### config.mk
export PLATFORM = sky130hd
export DESIGN_NAME = flash_log_queue_pointer_manager_top_flat
export DESIGN_NICKNAME = d
export VERILOG_FILES = /design/src/hdl/flq_pkg.sv /design/src/hdl/flq_if.sv /design/src/hdl/flash_log_queue_pointer_manager_top.sv /design/src/hdl/flq_front.sv /design/src/hdl/flq_back.sv /design/src/flat_wrapper.sv
export SDC_FILE = /design/constraint.sdc
export NUM_CORES = 1
export LEC_CHECK = 0
export BUFFER_PORTS_ARGS = -buffer_cell sky130_fd_sc_hd__clkbuf_2
export CORE_AREA = 10 10 206 208
export CTS_BUF_LIST = sky130_fd_sc_hd__clkbuf_16
export CTS_CLUSTER_SIZE = 24
export DETAILED_ROUTE_END_ITERATION = 10
export DIE_AREA = 0 0 216 218
export PLACE_DENSITY_LB_ADDON = 0.2
export SLEW_MARGIN = 20
export SYNTH_ARGS = -nofsm -noshare
export SYNTH_HDL_FRONTEND = slang
export SYNTH_SLANG_ARGS = --single-unit
### constraint.sdc
create_clock -name clk -period 7.7 [get_ports clk]
set_input_delay 0.385 -clock clk [delete_from_list [all_inputs] [get_ports clk]]
set_output_delay 0.385 -clock clk [all_outputs]
set_load 0.02 [all_outputs]
### src/hdl/flq_pkg.sv
package flq_pkg;

  // Field widths
  localparam int ADDR_W = 20;
  localparam int PTR_W  = 21;
  localparam int LEN_W  = 11;

  // Flash geometry (powers of two)
  localparam int PAGE_BYTES   = 256;
  localparam int SECTOR_BYTES = 65536;
  localparam int MAX_RECORD   = 1024;
  localparam int PAGE_W       = $clog2(PAGE_BYTES);
  localparam int SECTOR_W     = $clog2(SECTOR_BYTES);

  // Command queue between front and back
  localparam int QUEUE_DEPTH_DEF = 2;

  // Input action codes
  localparam logic [1:0] ACT_INSERT  = 2'd0;
  localparam logic [1:0] ACT_READ    = 2'd1;
  localparam logic [1:0] ACT_ADVANCE = 2'd2;

  // Configuration register indexes
  localparam logic [1:0] CFG_REGION_START = 2'd0;
  localparam logic [1:0] CFG_SECOND_HALF  = 2'd1;
  localparam logic [1:0] CFG_REGION_LIMIT = 2'd2;

  // Configuration reset values
  localparam logic [ADDR_W-1:0] RST_REGION_START = 20'd0;
  localparam logic [ADDR_W-1:0] RST_SECOND_HALF  = 20'd589824;
  localparam logic [PTR_W-1:0]  RST_REGION_LIMIT = 21'd1048576;

  typedef enum logic [1:0] {
    ST_OK      = 2'd0,
    ST_FULL    = 2'd1,
    ST_EMPTY   = 2'd2,
    ST_INVALID = 2'd3
  } status_t;

  typedef enum logic [1:0] {
    KIND_CHUNK  = 2'd0,
    KIND_MARKER = 2'd1,
    KIND_READ   = 2'd2,
    KIND_STATUS = 2'd3
  } kind_t;

  // Classified operation handed from front to back
  typedef enum logic [2:0] {
    OP_INSERT  = 3'd0,
    OP_REJECT  = 3'd1,
    OP_READ    = 3'd2,
    OP_ADVANCE = 3'd3,
    OP_NOP     = 3'd4
  } op_t;

  typedef struct packed {
    op_t              op;
    logic [LEN_W-1:0] length;
  } cmd_t;

endpackage

### src/hdl/flq_if.sv
interface flq_item_if import flq_pkg::*; ();
  logic             valid;
  logic             ready;
  logic [1:0]       action;
  logic [LEN_W-1:0] length;

  modport source (output valid, output action, output length, input ready);
  modport sink   (input valid, input action, input length, output ready);
endinterface

interface flq_result_if import flq_pkg::*; ();
  logic              valid;
  logic              ready;
  logic [1:0]        status;
  logic [1:0]        kind;
  logic [ADDR_W-1:0] address;
  logic [LEN_W-1:0]  count;
  logic              erase_request;
  logic [ADDR_W-1:0] erase_address;
  logic              last;

  modport source (output valid, output status, output kind, output address, output count,
                  output erase_request, output erase_address, output last, input ready);
  modport sink   (input valid, input status, input kind, input address, input count,
                  input erase_request, input erase_address, input last, output ready);
endinterface

interface flq_cfg_if import flq_pkg::*; ();
  logic             valid;
  logic             ready;
  logic [1:0]       index;
  logic [PTR_W-1:0] data;

  modport source (output valid, output index, output data, input ready);
  modport sink   (input valid, input index, input data, output ready);
endinterface

### src/hdl/flash_log_queue_pointer_manager_top.sv
// Channel | Dir | Payload                                             | Transfer
// item    | in  | action, length                                      | valid & ready
// result  | out | status, kind, address, count, erase_request,        | valid & ready
//         |     | erase_address, last                                 |
// cfg     | in  | index, data                                         | valid & ready
//
// Items are decoded and queued, then executed one at a time by the back sequencer.
// Read, advance, reject, unused and full items give one result; an insert is checked first,
// then gives one result per page chunk (up to five) and one for the end marker.
// Synchronous reset restores the configuration reset values and both pointers.
// A stalled result holds the sequencer; the queue keeps taking items until full.
module flash_log_queue_pointer_manager_top import flq_pkg::*; #(
  parameter int QUEUE_DEPTH = QUEUE_DEPTH_DEF
) (
  input  logic         clk,
  input  logic         rst,
  flq_item_if.sink     item,
  flq_result_if.source result,
  flq_cfg_if.sink      cfg
);

  logic q_valid;
  logic q_ready;
  cmd_t q_cmd;

  flq_front #(
    .QUEUE_DEPTH(QUEUE_DEPTH)
  ) u_front (
    .clk     (clk),
    .rst     (rst),
    .item    (item),
    .q_valid (q_valid),
    .q_ready (q_ready),
    .q_cmd   (q_cmd)
  );

  flq_back u_back (
    .clk     (clk),
    .rst     (rst),
    .q_valid (q_valid),
    .q_ready (q_ready),
    .q_cmd   (q_cmd),
    .cfg     (cfg),
    .result  (result)
  );

endmodule

### src/hdl/flq_front.sv
module flq_front import flq_pkg::*; #(
  parameter int QUEUE_DEPTH = QUEUE_DEPTH_DEF
) (
  input  logic        clk,
  input  logic        rst,
  flq_item_if.sink    item,
  output logic        q_valid,
  input  logic        q_ready,
  output cmd_t        q_cmd
);

  localparam int PTR_BITS = (QUEUE_DEPTH > 1) ? $clog2(QUEUE_DEPTH) : 1;
  localparam int CNT_BITS = $clog2(QUEUE_DEPTH + 1);

  cmd_t                entries [QUEUE_DEPTH];
  logic [PTR_BITS-1:0] wr_ptr;
  logic [PTR_BITS-1:0] rd_ptr;
  logic [CNT_BITS-1:0] fill;
  cmd_t                cmd_in;
  logic                push;
  logic                pop;

  // Classify the incoming item
  always_comb begin
    cmd_in.length = item.length;
    unique case (item.action)
      ACT_INSERT: begin
        if (item.length == '0 || item.length > LEN_W'(MAX_RECORD)) begin
          cmd_in.op = OP_REJECT;
        end else begin
          cmd_in.op = OP_INSERT;
        end
      end
      ACT_READ:    cmd_in.op = OP_READ;
      ACT_ADVANCE: cmd_in.op = OP_ADVANCE;
      default:     cmd_in.op = OP_NOP;
    endcase
  end

  assign item.ready = (fill != CNT_BITS'(QUEUE_DEPTH));
  assign push       = item.valid && item.ready;
  assign q_valid    = (fill != '0);
  assign pop        = q_valid && q_ready;
  assign q_cmd      = entries[rd_ptr];

  // Store classified commands
  always_ff @(posedge clk) begin
    if (push) begin
      entries[wr_ptr] <= cmd_in;
    end
  end

  // Advance queue pointers and fill count
  always_ff @(posedge clk) begin
    if (rst) begin
      wr_ptr <= '0;
      rd_ptr <= '0;
      fill   <= '0;
    end else begin
      if (push) begin
        wr_ptr <= (wr_ptr == PTR_BITS'(QUEUE_DEPTH - 1)) ? '0 : wr_ptr + 1'b1;
      end
      if (pop) begin
        rd_ptr <= (rd_ptr == PTR_BITS'(QUEUE_DEPTH - 1)) ? '0 : rd_ptr + 1'b1;
      end
      if (push && !pop) begin
        fill <= fill + 1'b1;
      end else if (pop && !push) begin
        fill <= fill - 1'b1;
      end
    end
  end

endmodule

### src/hdl/flq_back.sv
module flq_back import flq_pkg::*; (
  input  logic        clk,
  input  logic        rst,
  input  logic        q_valid,
  output logic        q_ready,
  input  cmd_t        q_cmd,
  flq_cfg_if.sink     cfg,
  flq_result_if.source result
);

  localparam int CMP_W = (LEN_W > PAGE_W + 1) ? LEN_W : PAGE_W + 1;

  typedef enum logic [1:0] {
    S_IDLE,
    S_CHUNK,
    S_MARKER
  } state_t;

  state_t            state;
  logic [ADDR_W-1:0] region_start;
  logic [ADDR_W-1:0] second_half_start;
  logic [PTR_W-1:0]  region_limit;
  logic [PTR_W-1:0]  write_pointer;
  logic [PTR_W-1:0]  read_pointer;
  logic [PTR_W-1:0]  cur_addr;
  logic [LEN_W-1:0]  left;

  logic                load;
  logic                wp_near_limit;
  logic                rp_below_half;
  logic                wp_behind_rp;
  logic                rd_wrap;
  logic [SECTOR_W-1:0] sec_off;
  logic [SECTOR_W-1:0] to_end;
  logic                adv_erase;
  logic [PAGE_W:0]     room;
  logic [LEN_W-1:0]    chunk_n;
  logic [LEN_W-1:0]    left_next;

  assign cfg.ready = 1'b1;
  assign load      = !result.valid || result.ready;
  assign q_ready   = (state == S_IDLE) && load;

  // Full and wrap checks
  assign wp_near_limit = ({1'b0, write_pointer} + (PTR_W+1)'(MAX_RECORD))
                         >= {1'b0, region_limit};
  assign rp_below_half = read_pointer < {1'b0, second_half_start};
  assign wp_behind_rp  = ({1'b0, write_pointer} + (PTR_W+1)'(SECTOR_BYTES - 1))
                         > {1'b0, read_pointer};
  assign rd_wrap       = ({1'b0, read_pointer} + (PTR_W+1)'(MAX_RECORD))
                         > {1'b0, region_limit};

  // Sector end check for advance
  assign sec_off   = read_pointer[SECTOR_W-1:0];
  assign to_end    = SECTOR_W'(SECTOR_BYTES - 1) - sec_off;
  assign adv_erase = SECTOR_W'(q_cmd.length) > to_end;

  // Page-bounded chunk size
  assign room      = (PAGE_W+1)'(PAGE_BYTES) - {1'b0, cur_addr[PAGE_W-1:0]};
  assign chunk_n   = (CMP_W'(left) < CMP_W'(room)) ? left : LEN_W'(room);
  assign left_next = left - chunk_n;

  // Sequencer, pointers, configuration and result register
  always_ff @(posedge clk) begin
    if (rst) begin
      state             <= S_IDLE;
      region_start      <= RST_REGION_START;
      second_half_start <= RST_SECOND_HALF;
      region_limit      <= RST_REGION_LIMIT;
      write_pointer     <= PTR_W'(RST_REGION_START);
      read_pointer      <= PTR_W'(RST_REGION_START);
      result.valid      <= 1'b0;
    end else begin
      // Take configuration writes; unknown indexes are dropped
      if (cfg.valid) begin
        unique case (cfg.index)
          CFG_REGION_START: region_start      <= cfg.data[ADDR_W-1:0];
          CFG_SECOND_HALF:  second_half_start <= cfg.data[ADDR_W-1:0];
          CFG_REGION_LIMIT: region_limit      <= cfg.data;
          default: ;
        endcase
      end

      if (load) begin
        result.valid         <= 1'b0;
        result.status        <= ST_OK;
        result.kind          <= KIND_STATUS;
        result.address       <= '0;
        result.count         <= '0;
        result.erase_request <= 1'b0;
        result.erase_address <= '0;
        result.last          <= 1'b1;

        unique case (state)
          S_IDLE: begin
            if (q_valid) begin
              unique case (q_cmd.op)
                OP_INSERT: begin
                  left <= q_cmd.length;
                  if (wp_near_limit) begin
                    if (rp_below_half) begin
                      result.valid  <= 1'b1;
                      result.status <= ST_FULL;
                    end else begin
                      cur_addr <= PTR_W'(region_start);
                      state    <= S_CHUNK;
                    end
                  end else if (!rp_below_half && write_pointer != read_pointer &&
                               wp_behind_rp) begin
                    result.valid  <= 1'b1;
                    result.status <= ST_FULL;
                  end else begin
                    cur_addr <= write_pointer;
                    state    <= S_CHUNK;
                  end
                end
                OP_REJECT: begin
                  result.valid  <= 1'b1;
                  result.status <= ST_INVALID;
                end
                OP_READ: begin
                  result.valid <= 1'b1;
                  if (write_pointer == read_pointer) begin
                    result.status <= ST_EMPTY;
                  end else begin
                    result.kind  <= KIND_READ;
                    result.count <= q_cmd.length;
                    if (rd_wrap) begin
                      read_pointer         <= PTR_W'(region_start);
                      result.address       <= region_start;
                      result.erase_request <= 1'b1;
                      result.erase_address <= second_half_start;
                    end else begin
                      result.address <= read_pointer[ADDR_W-1:0];
                    end
                  end
                end
                OP_ADVANCE: begin
                  result.valid  <= 1'b1;
                  read_pointer  <= read_pointer + PTR_W'(q_cmd.length) + 1'b1;
                  if (adv_erase) begin
                    result.erase_request <= 1'b1;
                    result.erase_address <= {read_pointer[ADDR_W-1:SECTOR_W],
                                             {SECTOR_W{1'b0}}};
                  end
                end
                default: begin
                  result.valid <= 1'b1;
                end
              endcase
            end
          end
          S_CHUNK: begin
            result.valid   <= 1'b1;
            result.kind    <= KIND_CHUNK;
            result.address <= cur_addr[ADDR_W-1:0];
            result.count   <= chunk_n;
            result.last    <= 1'b0;
            cur_addr       <= cur_addr + PTR_W'(chunk_n);
            left           <= left_next;
            if (left_next == '0) begin
              state <= S_MARKER;
            end
          end
          S_MARKER: begin
            result.valid   <= 1'b1;
            result.kind    <= KIND_MARKER;
            result.address <= cur_addr[ADDR_W-1:0];
            result.count   <= LEN_W'(1);
            write_pointer  <= cur_addr + 1'b1;
            state          <= S_IDLE;
          end
          default: begin
            state <= S_IDLE;
          end
        endcase
      end
    end
  end

endmodule

### src/flat_wrapper.sv
// flat-port wrapper written by rule: the top's interface ports become plain ports
module flash_log_queue_pointer_manager_top_flat import flq_pkg::*;
#(
  parameter int QUEUE_DEPTH = QUEUE_DEPTH_DEF
)
  (clk, rst, item_valid, item_action, item_length, item_ready, result_valid, result_status, result_kind, result_address, result_count, result_erase_request, result_erase_address, result_last, result_ready, cfg_valid, cfg_index, cfg_data, cfg_ready);
  flq_item_if item_i ();
  flq_result_if result_i ();
  flq_cfg_if cfg_i ();
  input  logic clk;
  input  logic rst;
  input wire logic [$bits(item_i.valid)-1:0] item_valid;
  input wire logic [$bits(item_i.action)-1:0] item_action;
  input wire logic [$bits(item_i.length)-1:0] item_length;
  output wire logic [$bits(item_i.ready)-1:0] item_ready;
  output wire logic [$bits(result_i.valid)-1:0] result_valid;
  output wire logic [$bits(result_i.status)-1:0] result_status;
  output wire logic [$bits(result_i.kind)-1:0] result_kind;
  output wire logic [$bits(result_i.address)-1:0] result_address;
  output wire logic [$bits(result_i.count)-1:0] result_count;
  output wire logic [$bits(result_i.erase_request)-1:0] result_erase_request;
  output wire logic [$bits(result_i.erase_address)-1:0] result_erase_address;
  output wire logic [$bits(result_i.last)-1:0] result_last;
  input wire logic [$bits(result_i.ready)-1:0] result_ready;
  input wire logic [$bits(cfg_i.valid)-1:0] cfg_valid;
  input wire logic [$bits(cfg_i.index)-1:0] cfg_index;
  input wire logic [$bits(cfg_i.data)-1:0] cfg_data;
  output wire logic [$bits(cfg_i.ready)-1:0] cfg_ready;
  assign item_i.valid = item_valid;
  assign item_i.action = item_action;
  assign item_i.length = item_length;
  assign item_ready = item_i.ready;
  assign result_valid = result_i.valid;
  assign result_status = result_i.status;
  assign result_kind = result_i.kind;
  assign result_address = result_i.address;
  assign result_count = result_i.count;
  assign result_erase_request = result_i.erase_request;
  assign result_erase_address = result_i.erase_address;
  assign result_last = result_i.last;
  assign result_i.ready = result_ready;
  assign cfg_i.valid = cfg_valid;
  assign cfg_i.index = cfg_index;
  assign cfg_i.data = cfg_data;
  assign cfg_ready = cfg_i.ready;
  flash_log_queue_pointer_manager_top #(.QUEUE_DEPTH(QUEUE_DEPTH)) u_core (.clk(clk), .rst(rst), .item(item_i), .result(result_i), .cfg(cfg_i));
endmodule
==> results.txt, run 1 <==
----------------------------------------------------
[Pwr]
  Net switching power of the design ... 1.80 mW
  Internal power ... 2.85 mW
  Static Leakage ... 6.47 nW
  Part of the total power dissipated in combinational logic ... 0.357
  Proportion of power drawn by flip-flops and latches ... 0.348
  Fraction of power consumed by the clock network ... 0.295
  Total power divided by cell area ... 276 nW/µm²
  Net Sw Frac ... 0.386
  Peak supply drop ... 0.193 mV

[Timing]
  Smallest hold slack ... 36.5 ps
  Accumulated negative setup slack ... 0 ps
  Unrepaired setup endpoints after global routing ... no
  Highest attainable clock frequency ... 155 MHz
  Clock period minus worst slack ... 6460 ps
  Post-route clock skew ... 24.3 ps
  Final hold violation count ... 0
  Final period utilization ... 0.839
  Slew at the pin closest to its max-slew limit ... 1060 ps
  Total of endpoints with negative setup slack in the final report ... 0
  Number of pins with negative max-slew slack in the final report ... 0
  Worst max-slew margin expressed relative to the limit ... 0.290

[Floorplan]
  Ports ... 101
  Die width ... 216 µm
  Row count ... 72
  Overall die area ... 47100 µm²
  Effective utilization at floorplan ... 0.395
  Die boundary height ... 218 µm
  Core ar. ... 38300 µm²

[Setup path]
  R2r endpoint ... u_core.u_back.state[0]
  Worst-path maximum fanout ... 10
  Launch point of the worst reg-to-reg path ... u_core.u_back.cur_addr[0]
  Sequence of cells on the critical path ... inv_1 -> ha_1 -> nand2_1 -> or3_1 -> nor3_1 -> inv_1 -> ha_1 -> or3_1 -> or3_1 -> o21bai_1 -> nand2_1 -> mux2i_1 -> inv_1 -> fa_1 -> nor2b_1 -> o31ai_1 -> a221oi_1 -> xor2_1 -> a2111oi_0 -> a41oi_1 -> or4_1 -> a21oi_1
  Top cell family by delay on the critical path ... simple AND/OR/NAND/NOR gates
  Reg2Reg Setup Slack ... 1240 ps
  Worst endpoint data arrival time ... 6930 ps
  Crit path buf inv count ... 3
  Type of element launching the critical path ... flop
  Worst Reg2Reg Path Length in Cells ... 22
  Stage delay of the slowest cell on the critical path ... 660 ps
  Capturing element type of the critical path ... flop
  Slowest library cell on the worst path ... sky130_fd_sc_hd__a2111oi_0
  Crit Path Class ... flop to flop
  Data required time at the worst endpoint ... 8170 ps

[Global routing]
  Vias in the first global route ... 12500
  Pin count of the biggest net entering global routing ... 61
  Met2 global-route usage ... 0.336
  Number of antenna violations at the first check in global routing ... 1
  Met3 Use GR ... 0.0309
  Total congestion overflow after global routing ... 0
  Global route hottest layer ... met2
  Wire length of the first global-routing pass ... 74.4 mm
  Met1 routing resource usage after global routing ... 0.261
  Total GRT Usage ... 0.200

[Finish]
  Footprint of the multi-input gates ... 8450 µm²
  Diode count ... 0
  Filler cells ... 3817
  Layout area overhead ... 11.5%
  Final #Nets ... 1937
  Storage element area ... 5740 µm²
  Fraction of final layout cells with drive strength greater than 1 ... 0.113

[Synthesis]
  Synthesized cell area ... 15100 µm²
  Post-synth top area cell ... sky130_fd_sc_hd__edfxtp_1
  FFs w/ async S/R, synth ... 0
  Ranking of synthesized cells by area ... sky130_fd_sc_hd__edfxtp_1, sky130_fd_sc_hd__dfxtp_1, sky130_fd_sc_hd__ha_1
  Number of storage elements in the synthesis netlist ... 228
  Unique cell type count in the Yosys netlist ... 75
  Most repeated cell in the gate-level netlist after synthesis ... sky130_fd_sc_hd__nand2_1
  Per-instance average area after synthesis ... 8.81 µm²
  Synthesized instance count ... 1717
  Most used standard cells in the synthesized netlist ... sky130_fd_sc_hd__nand2_1, sky130_fd_sc_hd__a21oi_1, sky130_fd_sc_hd__ha_1
  Number of flops mapped to enable cells by yosys ... 117
  YS warnings ... 0
  Register area share after synthesis ... 0.379
  Most common flop cell mapped by yosys ... sky130_fd_sc_hd__edfxtp_1
  Top-area cell type share of the netlist area ... 0.232

[Detailed routing]
  Violation count after the first detailed-routing iteration ... 1095
  Routed length per placed instance ... 21.1 µm
  Final antenna-violating net count ... 0
  Routed wire length ... 48.4 mm
  Number of optimization iterations in the first detailed-route pass ... 5
  Number of vias in the routed layout ... 12900
  Residual DRC ... 0
  Routed vias/inst ... 5.62

[Clock tree]
  CTS H-tree lvls ... 1
  Resized cells post-CTS ... 0
  Hold-fix buffer count after cts ... 0
  TritonCTS clock tree ... done
  Later-pin clock latency in the skew report ... 560 ps
  Clock Tree Buf Depth ... 3
  Clock-pin slew on the worst setup and hold paths ... 60 ps
  Postcts setup bufs ... 0
  Number of sinks on the clock net ... 228
  Root buf cell ... sky130_fd_sc_hd__clkbuf_16
  Number of clock buffers inserted by TritonCTS ... 27

[Placement]
  Quantity of I/O buffers inserted on ports ... 99
  Dpl hpwl ... 36.7 mm
  Weighted congestion at the end of routability-driven global placement ... 0.944

[Hold path]
  Hold crit path type ... primary input to flop
  Worst hold path startpoint ... item_length[8]
  Worst Hold Endpoint ... u_core.u_front.entries[0][8]
  WHS Path Cells ... 1

[Status]
  Outcome ... complete, no violations

[Job]
  Number of maximum-capacitance constraint violations ... 0

----------------------------------------------------
==> registers in the layout (all words and copies together), names as in the netlist, 20 cells and up, named ones only <==
register                            cells
u_core.u_front.entries                 28
u_core.u_back.cur_addr                 21
u_core.u_back.read_pointer             21
u_core.u_back.region_limit             21
u_core.u_back.write_pointer            21
u_core.u_back.region_start             20
u_core.u_back.result.address           20
u_core.u_back.result.erase_address     20
u_core.u_back.second_half_start        20
==> cells by family after synthesis <==
family,share of synthesized area
AOI/OAI and AO/OA,0.164
xor gates and xnor gates,0.0631
adders and majority gates,0.115
buffers and inverters,0.0640
DFF,0.379
muxes,0.0413
other,0.000496
and+or+nand+nor,0.173
==> per-stage QoR <==
step / std cells / total power [mW] / instance area (µm²) / setup WS (ps) / util
final: 2298 / 4.65 / 16900 / 1240 / 0.441
after global routing: 2298 / 4.91 / 16900 / 762 / 0.441
after CTS: 2298 / 4.66 / 16900 / 1270 / 0.441
after detailed placement: 2248 / 3.28 / 15900 / 1320 / 0.416
after global placement: 2248 / 3.27 / 15900 / 1470 / 0.416
after floorplan: 1718 / 2.76 / 15100 / 2200 / -
==> area by class of cell <==
cell class / count / share of cell area
sequential: 228 / 0.340
inverter: 126 / 0.0280
timing repair buffer: 113 / 0.0358
multi-input combinational: 1263 / 0.501
clock buffer: 30 / 0.0445
tap: 518 / 0.0384
clock inverter: 20 / 0.0122
==> power by group through the flow <==
| stage | clock (mW) | sequential (mW) | combinational, mW |
|---|---|---|---|
| after detailed placement | 0 | 1.64 | 1.64 |
| after CTS | 1.39 | 1.62 | 1.65 |
| after global placement | 0 | 1.64 | 1.63 |
| final | 1.37 | 1.62 | 1.66 |
| after global routing | 1.44 | 1.64 | 1.83 |
| after floorplan | 0 | 1.64 | 1.13 |
==> placed cells by master (no fill, tap or decap), types with 5 or more instances in the layout <==
cell / n
sky130_fd_sc_hd__a211oi_1: 40
sky130_fd_sc_hd__mux2_2: 19
sky130_fd_sc_hd__edfxtp_1: 117
sky130_fd_sc_hd__nand3_1: 35
sky130_fd_sc_hd__a311oi_1: 10
sky130_fd_sc_hd__o31a_1: 6
sky130_fd_sc_hd__inv_1: 126
sky130_fd_sc_hd__nor4_1: 31
sky130_fd_sc_hd__ha_1: 134
sky130_fd_sc_hd__and3_1: 13
sky130_fd_sc_hd__and2_1: 8
sky130_fd_sc_hd__buf_4: 15
sky130_fd_sc_hd__nor2b_1: 10
sky130_fd_sc_hd__nand3b_1: 8
sky130_fd_sc_hd__o2111ai_1: 5
sky130_fd_sc_hd__nor2_1: 99
sky130_fd_sc_hd__clkbuf_2: 98
sky130_fd_sc_hd__clkbuf_16: 30
sky130_fd_sc_hd__o21ai_0: 95
sky130_fd_sc_hd__dfxtp_1: 111
sky130_fd_sc_hd__a221oi_1: 5
sky130_fd_sc_hd__o21a_1: 9
sky130_fd_sc_hd__xor2_1: 46
sky130_fd_sc_hd__nand2_1: 230
sky130_fd_sc_hd__a21oi_1: 142
sky130_fd_sc_hd__nand2b_1: 14
sky130_fd_sc_hd__a31oi_1: 6
sky130_fd_sc_hd__o22ai_1: 12
sky130_fd_sc_hd__mux2i_1: 41
sky130_fd_sc_hd__a21o_1: 19
sky130_fd_sc_hd__nand4_1: 32
sky130_fd_sc_hd__o31ai_1: 19
sky130_fd_sc_hd__or3_1: 12
sky130_fd_sc_hd__xnor2_1: 63
sky130_fd_sc_hd__nor3_1: 29
==> worst register-to-register path, delay by kind of cell, from the launching register on <==
family	cells	cell delay [ps]
flops	1	540
buf+inv	3	380
compound gates	6	1740
fa+ha+maj	3	830
xor+xnor	1	160
simple gates	8	2390
mux	1	350
==> worst max path at each step <==
stage | slack (ps) | depth (start not counted) | to | startpoint
floorplan | 2200 | 22 | u_core.u_back.state[0] | u_core.u_back.cur_addr[0]
global placement | 1470 | 22 | u_core.u_back.state[0] | u_core.u_back.cur_addr[0]
detailed placement | 1320 | 22 | u_core.u_back.state[0] | u_core.u_back.cur_addr[0]
CTS | 1270 | 22 | u_core.u_back.state[0] | u_core.u_back.cur_addr[0]
global route | 760 | 22 | u_core.u_back.state[0] | u_core.u_back.cur_addr[0]
finish | 1240 | 22 | u_core.u_back.state[0] | u_core.u_back.cur_addr[0]
==> metal layers <==
metal,wire length (µm),vias up
met3,2840,86
met5,11,-
met4,1370,2
li1,-,6222
met1,21600,6210
met2,22600,387
No activity file was read; power rests on OpenSTA's default activity.
==> run 2: changes to the inputs <==
clock period = 6.2 ns   (was 7.7 ns; I/O delays follow)
==> run 2 against run 1 <==
Final area grew 0.47%. Clock power rose by 12%. Global-route usage down 0.22 points. Core utilization grew 0.21 points. Combinational power rose by 27%. Non-clock buffer count rose by 20. Total power is 21% higher. Sequential share of layout area down 0.16 points.
==> results.txt, run 2 (synthesized netlist as in run 1, its figures left out) <==
----------------------------------------------------
[Status]
  Outcome ... complete, no violations (unchanged)

[Global routing]
  Vias in the first global route ... 12600 (was 12500)
  Pin count of the biggest net entering global routing ... 58 (was 61)
  Number of antenna violations at the first check in global routing ... 0 (was 1)
  Total congestion overflow after global routing ... 0 (unchanged)
  Total GRT Usage ... 0.198 (was 0.200)
  Wire length of the first global-routing pass ... 74.4 mm (about the same)

[Detailed routing]
  Number of vias in the routed layout ... 13100 (was 12900)
  Final antenna-violating net count ... 0 (unchanged)
  Routed length per placed instance ... 20.7 µm (was 21.1 µm)
  Routed vias/inst ... 5.66 (was 5.62)
  Routed wire length ... 47.9 mm (was 48.4 mm)
  Residual DRC ... 0 (unchanged)
  Number of optimization iterations in the first detailed-route pass ... 6 (was 5)
  Violation count after the first detailed-routing iteration ... 1038 (was 1095)

[Floorplan]
  Core ar. ... 38300 µm² (unchanged)
  Overall die area ... 47100 µm² (unchanged)
  Row count ... 72 (unchanged)
  Ports ... 101 (unchanged)
  Die boundary height ... 218 µm (unchanged)
  Die width ... 216 µm (unchanged)
  Effective utilization at floorplan ... 0.395 (unchanged)

[Hold path]
  Hold crit path type ... primary input to flop (unchanged)

[Pwr]
  Total power divided by cell area ... 332 nW/µm² (was 276 nW/µm²)
  Static Leakage ... 6.51 nW (was 6.47 nW)
  Net Sw Frac ... 0.390 (was 0.386)
  Fraction of power consumed by the clock network ... 0.273 (was 0.295)
  Peak supply drop ... 0.247 mV (was 0.193 mV)
  Part of the total power dissipated in combinational logic ... 0.373 (was 0.357)
  Net switching power of the design ... 2.20 mW (was 1.80 mW)
  Proportion of power drawn by flip-flops and latches ... 0.355 (was 0.348)
  Internal power ... 3.43 mW (was 2.85 mW)
  Post-layout power ... 5.63 mW (was 4.65 mW)

[Placement]
  Weighted congestion at the end of routability-driven global placement ... 0.929 (was 0.944)
  Placed Cells incl. Taps ... 2256 (was 2248)
  Quantity of I/O buffers inserted on ports ... 99 (unchanged)
  Dpl hpwl ... 36.1 mm (was 36.7 mm)

[Finish]
  Final #Nets ... 1956 (was 1937)
  Most common cell after layout, fill and taps aside ... sky130_fd_sc_hd__nand2_1 (unchanged)
  Fraction of final layout cells with drive strength greater than 1 ... 0.113 (about the same)
  Non-filler cells in the finished layout ... 2316 (was 2298)
  Layout area overhead ... 12.0% (was 11.5%)
  Final cell utilization of the core ... 0.443 (was 0.441)
  Number of flip-flops under the largest register name ... 28 (unchanged)
  Diode count ... 0 (unchanged)
  Highest-count cells in the layout ignoring fill and taps ... sky130_fd_sc_hd__nand2_1, sky130_fd_sc_hd__a21oi_1, sky130_fd_sc_hd__ha_1, sky130_fd_sc_hd__inv_1, sky130_fd_sc_hd__edfxtp_1 (unchanged)
  Most flop-heavy register ... u_core.u_front.entries (unchanged)
  Filler cells ... 3716 (was 3817)

[Clock tree]
  Clock Tree Buf Depth ... 3 (unchanged)
  Number of clock buffers inserted by TritonCTS ... 26 (was 27)
  Clock-pin slew on the worst setup and hold paths ... 60 ps (about the same)
  Number of sinks on the clock net ... 228 (unchanged)
  CTS H-tree lvls ... 1 (unchanged)
  Root buf cell ... sky130_fd_sc_hd__clkbuf_16 (unchanged)
  Postcts setup bufs ... 0 (unchanged)
  Later-pin clock latency in the skew report ... 550 ps (was 560 ps)
  TritonCTS clock tree ... done (unchanged)

[Setup path]
  Crit Path Class ... flop to flop (unchanged)
  Worst-path maximum fanout ... 7 (was 10)
  Capturing element type of the critical path ... flop (unchanged)
  Data required time at the worst endpoint ... 6670 ps (was 8170 ps)
  Worst endpoint data arrival time ... 6220 ps (was 6930 ps)
  Type of element launching the critical path ... flop (unchanged)

[Timing]
  Number of pins with negative max-slew slack in the final report ... 0 (unchanged)
  Worst max-slew margin expressed relative to the limit ... 0.366 (was 0.290)
  Highest attainable clock frequency ... 174 MHz (was 155 MHz)
  Unrepaired setup endpoints after global routing ... no (unchanged)
  Final hold violation count ... 0 (unchanged)
  Slew at the pin closest to its max-slew limit ... 943 ps (was 1060 ps)
  Smallest hold slack ... 16.4 ps (was 36.5 ps)
  Post-route clock skew ... 19.5 ps (was 24.3 ps)
  Accumulated negative setup slack ... 0 ps (unchanged)
  Total of endpoints with negative setup slack in the final report ... 0 (unchanged)
  Clock period minus worst slack ... 5750 ps (was 6460 ps)
  Final period utilization ... 0.928 (was 0.839)

[Job]
  Number of maximum-capacitance constraint violations ... 0 (unchanged)

----------------------------------------------------
[run 2: cell types whose count changed in the layout (fill, tap and decap cells not counted), sizes merged]
cell         previous run  this run
clkbuf                128       125
inv                   131       129
bufinv                  3         2
clkinv                  8        13
dlygate4sd3             0        12
clkinvlp                4         3
buf                    15        23
[run 2: final timing paths]
check | from | end | slack [ps] | cells past startpoint
setup / recovery | u_core.u_back.cur_addr[3] | u_core.u_back.state[0] | 450 | 21
hold / removal | cfg_data[13] | u_core.u_back.second_half_start[13] | 20 | 3
setup reg to reg | u_core.u_back.cur_addr[3] | u_core.u_back.state[0] | 450 | 21
hold reg to reg | u_core.u_back.region_limit[15] | u_core.u_back.region_limit[15] | 450 | 2
[run 2: power by group through the flow]
| stage | registers, mW | logic, mW | clock network [mW] |
|---|---|---|---|
| after floorplan | 2.03 | 1.40 | 0 |
| after global placement | 2.03 | 2.02 | 0 |
| after detailed placement | 2.03 | 2.04 | 0 |
| after CTS | 2.00 | 2.06 | 1.56 |
| after global routing | 2.02 | 2.31 | 1.61 |
| final | 2.00 | 2.10 | 1.53 |
[run 2: final cells by class]
cell class | instances | area (µm²) | area share
tap | 518 | 648 | 0.0382
timing repair buffer | 133 | 783 | 0.0462
sequential | 228 | 5740 | 0.338
multi-input combinational | 1263 | 8480 | 0.500
clock buffer | 27 | 676 | 0.0399
clock inverter | 21 | 155 | 0.00915
inverter | 126 | 473 | 0.0279
[run 2: routing by layer]
metal / GRT usage / wire, µm / vias up
met5: 0 / 0 / -
met4: 0.0625 / 1380 / 0
met3: 0.0304 / 2810 / 76
met2: 0.332 / 22500 / 433
met1: 0.258 / 21200 / 6313
li1: - / - / 6276
[run 2: per-stage QoR]
| step | setup slack, ps | instance area, µm² |
|---|---|---|
| global route | 52.5 | 16900 |
| detailed placement | 192 | 16000 |
| finish | 448 | 16900 |
| global placement | 326 | 16000 |
| CTS | 148 | 16900 |
| floorplan | 704 | 15100 |
[run 2: critical path, cell delays in order (launching register included)]
cell                        delay (ps)
sky130_fd_sc_hd__edfxtp_1          510
sky130_fd_sc_hd__nor2_1            170
sky130_fd_sc_hd__nand2_1           120
sky130_fd_sc_hd__or3_1             350
sky130_fd_sc_hd__nor3_1            220
sky130_fd_sc_hd__inv_1              80
sky130_fd_sc_hd__ha_1              190
sky130_fd_sc_hd__or3_1             390
sky130_fd_sc_hd__or3_1             340
sky130_fd_sc_hd__o21bai_1          200
sky130_fd_sc_hd__and3_1            190
sky130_fd_sc_hd__or2_2             290
sky130_fd_sc_hd__ha_1              220
sky130_fd_sc_hd__fa_1              410
sky130_fd_sc_hd__nor2b_1           210
sky130_fd_sc_hd__o31ai_1           130
sky130_fd_sc_hd__a221oi_2          320
sky130_fd_sc_hd__xor2_1            150
sky130_fd_sc_hd__a2111oi_2         440
sky130_fd_sc_hd__a41oi_1           200
sky130_fd_sc_hd__or4_1             440
sky130_fd_sc_hd__a21oi_1           120
[run 2: repair_timing]
item | 4_1_cts | 5_1_grt
hold endpoints to repair | 23 | 0
endpoints found under the setup margin | 0 | 7
gates resized for setup | 0 | 6
hold buffers | 12 | 0
==> run 3: changes to the inputs <==
ABC_AREA = 1   (was default)
CORE_AREA = 10 10 208 210   (was 10 10 206 208)
DIE_AREA = 0 0 218 220   (was 0 0 216 218)
==> run 3 against run 2 <==
Fmax grew 12%. Clock skew decreased by 13 ps. Routed wire length grew 0.50%. Register-to-register slack improved by 610 ps. Worst setup slack improved by 610 ps. Area after synthesis rose by 1.7%. Critical path depth increased by 4. Non-clock buffer count fell by 8. Clock-buffer cell count rose by 1. Total power up 27%. Final area up 2.3%. Sequential power rose by 6%. Critical path type unchanged. Largest cell class unchanged.
==> results.txt, run 3 <==
----------------------------------------------------
[Status]
  Outcome ... complete, no violations (unchanged)

[Job]
  Number of maximum-capacitance constraint violations ... 0 (unchanged)

[Timing]
  Accumulated negative setup slack ... 0 ps (unchanged)
  Worst max-slew margin expressed relative to the limit ... 0.382 (was 0.366)
  Highest attainable clock frequency ... 194 MHz (was 174 MHz)
  Final hold violation count ... 0 (unchanged)
  Post-route worst setup slack ... 1060 ps (was 448 ps)
  Unrepaired setup endpoints after global routing ... no (unchanged)
  Final period utilization ... 0.830 (was 0.928)
  Clock period minus worst slack ... 5140 ps (was 5750 ps)
  Post-route clock skew ... 6.05 ps (was 19.5 ps)
  Number of pins with negative max-slew slack in the final report ... 0 (unchanged)
  Slew at the pin closest to its max-slew limit ... 926 ps (was 943 ps)
  Total of endpoints with negative setup slack in the final report ... 0 (unchanged)

[Floorplan]
  Overall die area ... 48000 µm² (was 47100 µm²)
  Ports ... 101 (unchanged)
  Effective utilization at floorplan ... 0.392 (was 0.395)
  Die boundary height ... 220 µm (was 218 µm)
  Row count ... 73 (was 72)
  Die width ... 218 µm (was 216 µm)
  Core ar. ... 39300 µm² (was 38300 µm²)

[Finish]
  Most common cell after layout, fill and taps aside ... sky130_fd_sc_hd__nand2_1 (unchanged)
  Post-route cell area ... 17300 µm² (was 16900 µm²)
  Diode count ... 0 (unchanged)
  Most flop-heavy register ... u_core.u_front.entries (unchanged)
  Layout area overhead ... 12.7% (was 12.0%)
  Non-filler cells in the finished layout ... 2608 (was 2316)
  Highest-count cells in the layout ignoring fill and taps ... sky130_fd_sc_hd__nand2_1, sky130_fd_sc_hd__inv_1, sky130_fd_sc_hd__a21oi_1, sky130_fd_sc_hd__o21ai_0, sky130_fd_sc_hd__nor2_1 (was sky130_fd_sc_hd__nand2_1, sky130_fd_sc_hd__a21oi_1, sky130_fd_sc_hd__ha_1, sky130_fd_sc_hd__inv_1, sky130_fd_sc_hd__edfxtp_1)
  Storage element area ... 5740 µm² (unchanged)
  Filler cells ... 4013 (was 3716)
  Final #Nets ... 2241 (was 1956)
  Number of flip-flops under the largest register name ... 28 (unchanged)
  Footprint of the multi-input gates ... 8330 µm² (was 8480 µm²)
  Fraction of final layout cells with drive strength greater than 1 ... 0.118 (was 0.113)

[Pwr]
  Static Leakage ... 7.64 nW (was 6.51 nW)
  Fraction of power consumed by the clock network ... 0.233 (was 0.273)
  Internal power ... 4.00 mW (was 3.43 mW)
  Proportion of power drawn by flip-flops and latches ... 0.299 (was 0.355)
  Total power divided by cell area ... 412 nW/µm² (was 332 nW/µm²)
  Net switching power of the design ... 3.14 mW (was 2.20 mW)
  Part of the total power dissipated in combinational logic ... 0.469 (was 0.373)
  Net Sw Frac ... 0.440 (was 0.390)
  Peak supply drop ... 0.298 mV (was 0.247 mV)

[Synthesis]
  YS warnings ... 0 (unchanged)
  Ranking of synthesized cells by area ... sky130_fd_sc_hd__edfxtp_1, sky130_fd_sc_hd__dfxtp_1, sky130_fd_sc_hd__ha_1 (unchanged)
  Number of storage elements in the synthesis netlist ... 228 (unchanged)
  Top-area cell type share of the netlist area ... 0.228 (was 0.232)
  Per-instance average area after synthesis ... 7.76 µm² (was 8.81 µm²)
  Number of flops mapped to enable cells by yosys ... 117 (unchanged)
  Most repeated cell in the gate-level netlist after synthesis ... sky130_fd_sc_hd__nand2_1 (unchanged)
  Most common flop cell mapped by yosys ... sky130_fd_sc_hd__edfxtp_1 (unchanged)
  Post-synth top area cell ... sky130_fd_sc_hd__edfxtp_1 (unchanged)
  Unique cell type count in the Yosys netlist ... 56 (was 75)
  FFs w/ async S/R, synth ... 0 (unchanged)
  Synthesized instance count ... 1983 (was 1717)
  Most used standard cells in the synthesized netlist ... sky130_fd_sc_hd__nand2_1, sky130_fd_sc_hd__inv_1, sky130_fd_sc_hd__a21oi_1 (was sky130_fd_sc_hd__nand2_1, sky130_fd_sc_hd__a21oi_1, sky130_fd_sc_hd__ha_1)
  Synthesized cell area ... 15400 µm² (was 15100 µm²)
  Register area share after synthesis ... 0.373 (was 0.379)

[Detailed routing]
  Routed wire length ... 48.1 mm (was 47.9 mm)
  Number of vias in the routed layout ... 13500 (was 13100)
  Violation count after the first detailed-routing iteration ... 779 (was 1038)
  Routed length per placed instance ... 18.4 µm (was 20.7 µm)
  Number of optimization iterations in the first detailed-route pass ... 5 (was 6)
  Final antenna-violating net count ... 0 (unchanged)
  Residual DRC ... 0 (unchanged)
  Routed vias/inst ... 5.18 (was 5.66)

[Placement]
  Cell area reported after detailed placement ... 16300 µm² (was 16000 µm²)
  Quantity of I/O buffers inserted on ports ... 99 (unchanged)
  Pre-CTS WS ... 1100 ps (was 192 ps)
  Placed Cells incl. Taps ... 2548 (was 2256)
  Weighted congestion at the end of routability-driven global placement ... 0.930 (was 0.929)
  Dpl hpwl ... 36.9 mm (was 36.1 mm)

[Setup path]
  Top cell family by delay on the critical path ... simple AND/OR/NAND/NOR gates (unchanged)
  Crit path buf inv count ... 2 (was 1)
  Stage delay of the slowest cell on the critical path ... 510 ps (about the same)
  Most repeated library cell on the critical path ... sky130_fd_sc_hd__nand2_1 (was sky130_fd_sc_hd__or3_1)
  Data required time at the worst endpoint ... 6500 ps (was 6670 ps)
  Slowest library cell on the worst path ... sky130_fd_sc_hd__edfxtp_1 (unchanged)
  Crit Path Class ... flop to flop (unchanged)
  Capturing element type of the critical path ... flop (unchanged)
  Worst-path maximum fanout ... 18 (was 7)
  Worst endpoint data arrival time ... 5440 ps (was 6220 ps)
  Type of element launching the critical path ... flop (unchanged)

[Global routing]
  Total GRT Usage ... 0.198 (about the same)
  Pin count of the biggest net entering global routing ... 64 (was 58)
  Number of antenna violations at the first check in global routing ... 0 (unchanged)
  Total congestion overflow after global routing ... 0 (unchanged)
  Wire length of the first global-routing pass ... 74.6 mm (was 74.4 mm)
  Vias in the first global route ... 13200 (was 12600)

[Clock tree]
  Resized cells post-CTS ... 0 (unchanged)
  Clock-pin slew on the worst setup and hold paths ... 60 ps (about the same)
  Number of sinks on the clock net ... 228 (unchanged)
  Root buf cell ... sky130_fd_sc_hd__clkbuf_16 (unchanged)
  Later-pin clock latency in the skew report ... 550 ps (about the same)
  Number of clock buffers inserted by TritonCTS ... 27 (was 26)
  Postcts setup bufs ... 0 (unchanged)
  Clock Tree Buf Depth ... 3 (unchanged)
  CTS H-tree lvls ... 1 (unchanged)
  TritonCTS clock tree ... done (unchanged)

[Hold path]
  Hold crit path type ... primary input to flop (unchanged)

----------------------------------------------------
## run 3: changes by cell type after synthesis, sizes merged, moves of 44 or more
cell | previous run | this run
a21oi | 142 | 216
inv | 125 | 262
o21ai | 96 | 211
nand3 | 35 | 79
xnor2 | 63 | 13
nor2 | 101 | 169
nand2 | 230 | 376
## run 3: what timing repair did
action                     4_1_cts  5_1_grt
hold buffers                    11        0
hold endpoints to repair        22        0
setup endpoints to repair        0        0
## run 3: layer usage
| layer | part of all wire | vias to the layer above | global-route usage |
|---|---|---|---|
| met2 | 0.47 | 325 | 0.327 |
| met1 | 0.45 | 6289 | 0.259 |
| met3 | 0.051 | 80 | 0.0311 |
| met5 | 0 | - | 0 |
| met4 | 0.032 | 0 | 0.0648 |
| li1 | - | 6815 | - |
## run 3: logic make-up after synthesis
kind of cell    Yosys count  synth area share
fa+ha+maj               137             0.113
other cells               2          0.000488
mux                      10           0.00683
xor+xnor                 77            0.0438
buf+inv                 338            0.0875
compound gates          481             0.172
simple gates            710             0.204
flops                   228             0.373
## run 3: path summary, 6_finish.rpt
check | slack, ps | endpoint | from | cells past startpoint
setup / recovery | 1060 | u_core.u_back.cur_addr[17] | u_core.u_back.cur_addr[0] | 25
hold / removal | 30 | u_core.u_back.region_start[9] | cfg_data[9] | 3
setup reg to reg | 1060 | u_core.u_back.cur_addr[17] | u_core.u_back.cur_addr[0] | 25
hold reg to reg | 480 | u_core.u_back.region_limit[20] | u_core.u_back.region_limit[20] | 2
## run 3: final cells by class
class | count | share of cell area
multi-input combinational | 1418 | 0.480
timing repair buffer | 125 | 0.0414
clock buffer | 28 | 0.0404
tap | 525 | 0.0379
sequential | 228 | 0.331
inverter | 263 | 0.0569
clock inverter | 21 | 0.0123
## run 3: metrics by stage
step / hold WS [ps] / power (mW) / utilization
after floorplan: 409 / 4.56 / -
after global placement: 449 / 5.43 / 0.415
after detailed placement: 457 / 5.47 / 0.415
after CTS: 13.2 / 7.17 / 0.441
after global routing: 16.4 / 7.74 / 0.441
final: 27.9 / 7.14 / 0.441
## run 3: power by group through the flow
stage	sequential (mW)	combinational, mW	clock (mW)
global placement	2.16	3.27	0
detailed placement	2.16	3.31	0
floorplan	2.12	2.44	0
global route	2.16	3.81	1.76
CTS	2.13	3.34	1.70
finish	2.13	3.35	1.66
## run 3: worst min-delay path, cell delays in order
cell and delay, ps:
sky130_fd_sc_hd__clkbuf_2 100, sky130_fd_sc_hd__nor2_1 40, sky130_fd_sc_hd__nor2_1 90
